--- config.mk ---
export PLATFORM = sky130hd
export DESIGN_NAME = length_prefixed_deframer_top
export DESIGN_NICKNAME = d
export VERILOG_FILES = /design/src/lpd_pkg.sv /design/src/length_prefixed_deframer_top.sv
export SDC_FILE = /design/constraint.sdc
export NUM_CORES = 1
export LEC_CHECK = 0
export BUFFER_PORTS_ARGS = -buffer_cell sky130_fd_sc_hd__buf_2
export CORE_MARGIN = 4
export CORE_UTILIZATION = 53
export CTS_CLUSTER_SIZE = 10
export DETAILED_ROUTE_END_ITERATION = 12
export PLACE_DENSITY = 0.85
export SETUP_SLACK_MARGIN = 0.15
export SLEW_MARGIN = 20
export SYNTH_ARGS = -nofsm -noshare
export SYNTH_HDL_FRONTEND = slang
export SYNTH_SLANG_ARGS = --single-unit
--- constraint.sdc ---
create_clock -name clk -period 3.87 [get_ports clk]
set_clock_uncertainty 0.2 [all_clocks]
set_input_delay 0.5805 -clock clk [delete_from_list [all_inputs] [get_ports clk]]
set_output_delay 0.5805 -clock clk [all_outputs]
set_load 0.1 [all_outputs]
--- src/lpd_pkg.sv ---
package lpd_pkg;

    localparam int BYTE_W    = 8;
    localparam int KEYLEN_W  = 16;
    localparam int DATALEN_W = 32;
    localparam int HCOUNT_W  = 3;
    localparam int PHASE_W   = 2;
    localparam int PART_W    = 2;
    localparam int TDATA_W   = 56;
    localparam int TUSER_W   = 3;

    localparam logic [PHASE_W-1:0] PH_HEADER  = 2'd0;
    localparam logic [PHASE_W-1:0] PH_KEYWORD = 2'd1;
    localparam logic [PHASE_W-1:0] PH_DATA    = 2'd2;

    localparam logic [PART_W-1:0] PART_KEYWORD = 2'd0;
    localparam logic [PART_W-1:0] PART_DATA    = 2'd1;
    localparam logic [PART_W-1:0] PART_EMPTY   = 2'd2;

    localparam logic [HCOUNT_W-1:0] HDR_KEY_BYTES  = 3'd2;
    localparam logic [HCOUNT_W-1:0] HDR_LAST_COUNT = 3'd5;

    typedef struct packed {
        logic [DATALEN_W-1:0] payload_length;
        logic [KEYLEN_W-1:0]  key_length;
        logic [BYTE_W-1:0]    out_byte;
    } out_data_t;

    typedef struct packed {
        logic                end_of_keyword;
        logic [PART_W-1:0]   part;
    } out_user_t;

endpackage

--- src/length_prefixed_deframer_top.sv ---
// Deframer for a byte stream of back-to-back length-prefixed messages.
// Each message opens with a six-byte big-endian header: a 16-bit keyword
// length and then a 32-bit data length, followed by the keyword bytes and
// the data bytes.
// The slave channel takes one raw byte per item. The master channel gives
// one item for each keyword or data byte, tagged with its part, the end of
// keyword mark in tuser and the end of message mark on tlast, together with
// the lengths from the message's header. Header bytes give no item, except
// that a message with both lengths zero gives one empty-message item on its
// last header byte.
// A result is registered at the edge that accepts its byte and is offered
// from the next cycle. Throughput is one byte per cycle while the receiver
// takes items, set by the single result register, which is refilled in the
// same cycle in which it is drained.
// When the receiver stalls the result register holds and s_tready falls
// until the result is taken. Reset clears the parser to the start of a
// header and empties the result register.
module length_prefixed_deframer_top
    import lpd_pkg::*;
(
    input  logic               clk,
    input  logic               rst_n,
    input  logic               s_tvalid,
    output logic               s_tready,
    input  logic [BYTE_W-1:0]  s_tdata,   // in_byte
    output logic               m_tvalid,
    input  logic               m_tready,
    output logic [TDATA_W-1:0] m_tdata,   // out_byte, key_length, payload_length
    output logic [TUSER_W-1:0] m_tuser,   // part, end_of_keyword
    output logic               m_tlast    // end_of_message
);

    logic [PHASE_W-1:0]   phase_reg, phase_next;
    logic [HCOUNT_W-1:0]  hcount_reg, hcount_next;
    logic [KEYLEN_W-1:0]  keylen_reg, keylen_next;
    logic [DATALEN_W-1:0] datalen_reg, datalen_next;
    logic [DATALEN_W-1:0] remaining_reg, remaining_next;

    logic                 valid_reg;
    out_data_t            data_reg, data_next;
    out_user_t            user_reg, user_next;
    logic                 last_reg, last_next;
    logic                 emit;
    logic                 accept;

    assign s_tready = !valid_reg || m_tready;
    assign accept   = s_tvalid && s_tready;

    always_comb
    begin
        logic part_last;
        part_last      = (remaining_reg <= {{(DATALEN_W-1){1'b0}}, 1'b1});
        phase_next     = phase_reg;
        hcount_next    = hcount_reg;
        keylen_next    = keylen_reg;
        datalen_next   = datalen_reg;
        remaining_next = remaining_reg;
        emit           = 1'b0;
        data_next.out_byte       = s_tdata;
        data_next.key_length     = keylen_reg;
        data_next.payload_length = datalen_reg;
        user_next.part           = PART_KEYWORD;
        user_next.end_of_keyword = 1'b0;
        last_next                = 1'b0;

        unique case (phase_reg)
            PH_KEYWORD:
            begin
                emit                     = 1'b1;
                user_next.end_of_keyword = part_last;
                last_next                = part_last && (datalen_reg == '0);
                remaining_next           = part_last ? '0 : remaining_reg - 1'b1;
                if (part_last)
                begin
                    if (datalen_reg != '0)
                    begin
                        phase_next     = PH_DATA;
                        remaining_next = datalen_reg;
                    end
                    else
                    begin
                        phase_next = PH_HEADER;
                    end
                end
            end
            PH_DATA:
            begin
                emit           = 1'b1;
                user_next.part = PART_DATA;
                last_next      = part_last;
                remaining_next = part_last ? '0 : remaining_reg - 1'b1;
                if (part_last)
                begin
                    phase_next = PH_HEADER;
                end
            end
            default:
            begin
                // The unused phase code is handled as the header phase.
                phase_next = PH_HEADER;
                if (hcount_reg < HDR_KEY_BYTES)
                begin
                    keylen_next = {keylen_reg[KEYLEN_W-BYTE_W-1:0], s_tdata};
                    hcount_next = hcount_reg + 1'b1;
                end
                else
                begin
                    datalen_next = {datalen_reg[DATALEN_W-BYTE_W-1:0], s_tdata};
                    if (hcount_reg < HDR_LAST_COUNT)
                    begin
                        hcount_next = hcount_reg + 1'b1;
                    end
                    else
                    begin
                        hcount_next = '0;
                        if (keylen_reg != '0)
                        begin
                            phase_next     = PH_KEYWORD;
                            remaining_next = {{(DATALEN_W-KEYLEN_W){1'b0}}, keylen_reg};
                        end
                        else if (datalen_next != '0)
                        begin
                            phase_next     = PH_DATA;
                            remaining_next = datalen_next;
                        end
                        else
                        begin
                            emit                     = 1'b1;
                            data_next.out_byte       = '0;
                            data_next.payload_length = datalen_next;
                            user_next.part           = PART_EMPTY;
                            last_next                = 1'b1;
                        end
                    end
                end
            end
        endcase
    end

    always_ff @(posedge clk or negedge rst_n)
    begin
        if (!rst_n)
        begin
            phase_reg     <= PH_HEADER;
            hcount_reg    <= '0;
            keylen_reg    <= '0;
            datalen_reg   <= '0;
            remaining_reg <= '0;
            valid_reg     <= 1'b0;
        end
        else
        begin
            if (accept)
            begin
                phase_reg     <= phase_next;
                hcount_reg    <= hcount_next;
                keylen_reg    <= keylen_next;
                datalen_reg   <= datalen_next;
                remaining_reg <= remaining_next;
                valid_reg     <= emit;
            end
            else if (m_tready)
            begin
                valid_reg <= 1'b0;
            end
        end
    end

    always_ff @(posedge clk)
    begin
        if (accept && emit)
        begin
            data_reg <= data_next;
            user_reg <= user_next;
            last_reg <= last_next;
        end
    end

    assign m_tvalid = valid_reg;
    assign m_tdata  = data_reg;
    assign m_tuser  = user_reg;
    assign m_tlast  = last_reg;

    assert property (@(posedge clk) disable iff (!rst_n)
        hcount_reg <= HDR_LAST_COUNT)
        else $error("Header byte count has run past the header.");

    assert property (@(posedge clk) disable iff (!rst_n)
        accept && (phase_reg == PH_KEYWORD || phase_reg == PH_DATA) |=> m_tvalid)
        else $error("A keyword or data byte gave no item.");

    assert property (@(posedge clk) disable iff (!rst_n)
        m_tvalid && user_reg.part == PART_EMPTY |->
            last_reg && data_reg.key_length == '0 && data_reg.payload_length == '0)
        else $error("Empty-message item carries a length or lacks its end mark.");

    assert property (@(posedge clk) disable iff (!rst_n)
        m_tvalid && user_reg.end_of_keyword |-> user_reg.part == PART_KEYWORD)
        else $error("End of keyword mark on an item that is not a keyword byte.");

endmodule
==> reports/qor.yml <==
slew_violations: 0
synth.most_common_cell: "dfrtp_1"
clkLatencyLatePin_ns: 0.43
drt_wl_total_um: 17980
routabilityCongestion: 0.9367
synth-compound-area-share_pct: 12.77
crit_type: "reg -> reg"
tightest_slew_ns: 0.8709
drt_iter0_markers: 588
synth_area_um2: 6885
syn-num-nets: 603
swShare_pct: 43.81
clockBufferDepth: 2
synthTopCellsByCount: "86 x dfrtp_1, 60 x edfxtp_1, 48 x mux2_2"
rsz0062_at_grt: "no"
core_area_um2: 12670
num_vias: 5114
ys_seq_area_share_pct: 57.42
cp.arrival_ns: 3.20
route.detailed.drc: 0
async_flop_share_pct: 58.90
critical_path_required_ns: 3.99
overflow: 0
synth_top_area_share_pct: 31.26
rows: 41
viasPerCell: 6.252
maxSlewHeadroom_pct: 41.72
pre_cts_ws_ns: 0.8546
setup_viol: 0
total_leakage_power_uw: 0.003020
routedWlPerCell_um: 21.98
worstSetupStartpointType: "register"
die_w_um: 122.0
max_freq_mhz: 324.7
synthTopCellsByArea: "dfrtp_1 31%, edfxtp_1 26%, mux2_2 7.9%, clkbuf_1 2.6%, nor2_1 2.5%"
p_sw_uw: 3205
ir_drop_v: 0.0004175
setup_ws_ns: 0.7899
cts_buffers: 17
ys_warn_count: 0
dp_hpwl_um: 12210
cts_tree: "done"
numClockSinks: 146
htreeDepth: 4
ys_ff_latch: 146
die_h_um: 122.0
grt_pass1_vias: 4839
post_cts_resized: 0
fp.dieArea_um2: 14880
synthAdderAreaFrac_pct: 0.9086
combPwrFrac_pct: 36.2
grt_usage_pct: 25.35
ys_types: 60
syn_avg_cell_area_um2: 11.75
synth-edff-count: 60
period_share_pct: 79.59
ys.flop_type: "dfrtp_1"
grt_pass1_wl_um: 28270
yosysTopAreaCell: "dfrtp_1"
crit_fanout: 10
fill_cells: 950
grt_max_degree: 87
hp-class: "in -> async"
internal_power_uw: 4112
synth-xor-area-share_pct: 2.671
io_pins: 74
sequentialPowerShare_pct: 42.3
path_clk_slew_ns: 0.06
ant_nets: 0
fin_crit_ns: 3.080
synth_top_family_by_area: "simple AND/OR/NAND/NOR gates"
power.density_nw_per_um2: 927.1
io_buffers: 73
status: "finished, final reports clean"
finalHoldViolCount: 0
diodes: 0
synthMuxAreaShare_pct: 7.996
nNetsFinal: 650
syn_inst: 586
endpoint_kind: "register"
finalSetupTns_ns: 0
pwr-share-clk_pct: 21.5
drive_gt1_share_pct: 27.71
largest_register_ff_count: 56
synthToLayoutAreaGrowth_pct: 14.63
initial_utilization_pct: 54.34
antenna_found_initial: 0
cts_hold_buffers: 0
drt-pass1-iter-count: 5
drv_cap: 0
yosys.area_share.simple_pct: 14.54
post_cts_buffers: 0
cts_root_buffer: "clkbuf_16"
-- power groups by stage --
| stage | logic [uW] | clock network (uW) | registers (uW) |
|---|---|---|---|
| floorplan | 1440 | 0 | 3560 |
| global placement | 2560 | 0 | 3050 |
| detailed placement | 2630 | 0 | 3070 |
| CTS | 2650 | 1590 | 3050 |
| global route | 2830 | 1660 | 3160 |
| finish | 2650 | 1580 | 3090 |
-- cell type report --
cell class | instances | area (um^2) | share of cell area, %
Clock buffer | 22 | 444.2 | 5.628
Multi-Input combinational cell | 378 | 2679 | 33.94
Timing Repair Buffer | 84 | 466.7 | 5.913
Sequential cell | 146 | 3954 | 50.10
Tap cell | 172 | 215.2 | 2.727
Inverter | 6 | 22.52 | 0.2854
Clock inverter | 10 | 111.4 | 1.411
-- logic make-up (layout without fill, tap and decap cells) --
kind of cell               count (synthesis)  after routing
adders and majority gates                  5              5
AOI/OAI and AO/OA                        124            124
xor gates and xnor gates                  21             21
DFF                                      146            146
muxes                                     49             49
and+or+nand+nor                          179            179
buffers and inverters                     62            122
-- metal layers --
| layer | GRT usage, % | wire length, um |
|---|---|---|
| met1 | 34.26 | 7315 |
| met2 | 39.36 | 8331 |
| met3 | 7.799 | 1911 |
| met4 | 8.333 | 424 |
| met5 | 0 | 0 |
-- worst max-delay path, stage by stage (launching register included) --
cell	delay, ns
dfrtp_1	0.42
inv_1	0.10
ha_1	0.27
o21ai_0	0.54
nor3_2	0.17
nor2_1	0.70
a221oi_1	0.25
o31ai_1	0.32
-- final timing paths --
path / from / endpoint / slack, ns / cells past startpoint
setup / recovery: remaining_reg[0] / remaining_reg[0] / 0.79 / 7
hold / removal: rst_n / remaining_reg[29] / 0.02 / 1
setup reg to reg: remaining_reg[0] / remaining_reg[0] / 0.79 / 7
hold reg to reg: keylen_reg[9] / m_tdata[17] / 0.32 / 0
max in group asynchronous: rst_n / datalen_reg[15] / 2.90 / 1
min in group clk: s_tdata[6] / m_tdata[6] / 0.20 / 1
-- metrics by stage --
step	hold slack, ns	total power, uW	cell area, um^2	cells	utilization [%]
floorplan	0.08491	5002	6887	586	-
global placement	0.2889	5611	7333	786	57.88
detailed placement	0.3008	5703	7333	786	57.88
CTS	0.1824	7293	7889	818	62.26
global route	0.09265	7653	7893	818	62.29
finish	0.02332	7317	7893	818	62.29
-- layout by cell type (no fill, tap or decap), drive strengths merged, types with 5 or more instances in the layout --
master   instances
a21oi           22
nor4            25
nand2           39
xnor2           11
o211ai           5
o21a             7
a211oi          21
o21ai           20
nor3            16
nor2            46
nand4            9
or3              6
edfxtp          60
or2              5
mux2            48
nand3            9
o31ai            8
clkbuf          22
buf             84
a2111oi         11
clkinv           5
xor2            10
inv              7
ha               5
dfrtp           86
nor2b            9
Power figures use the tool's default switching activity.
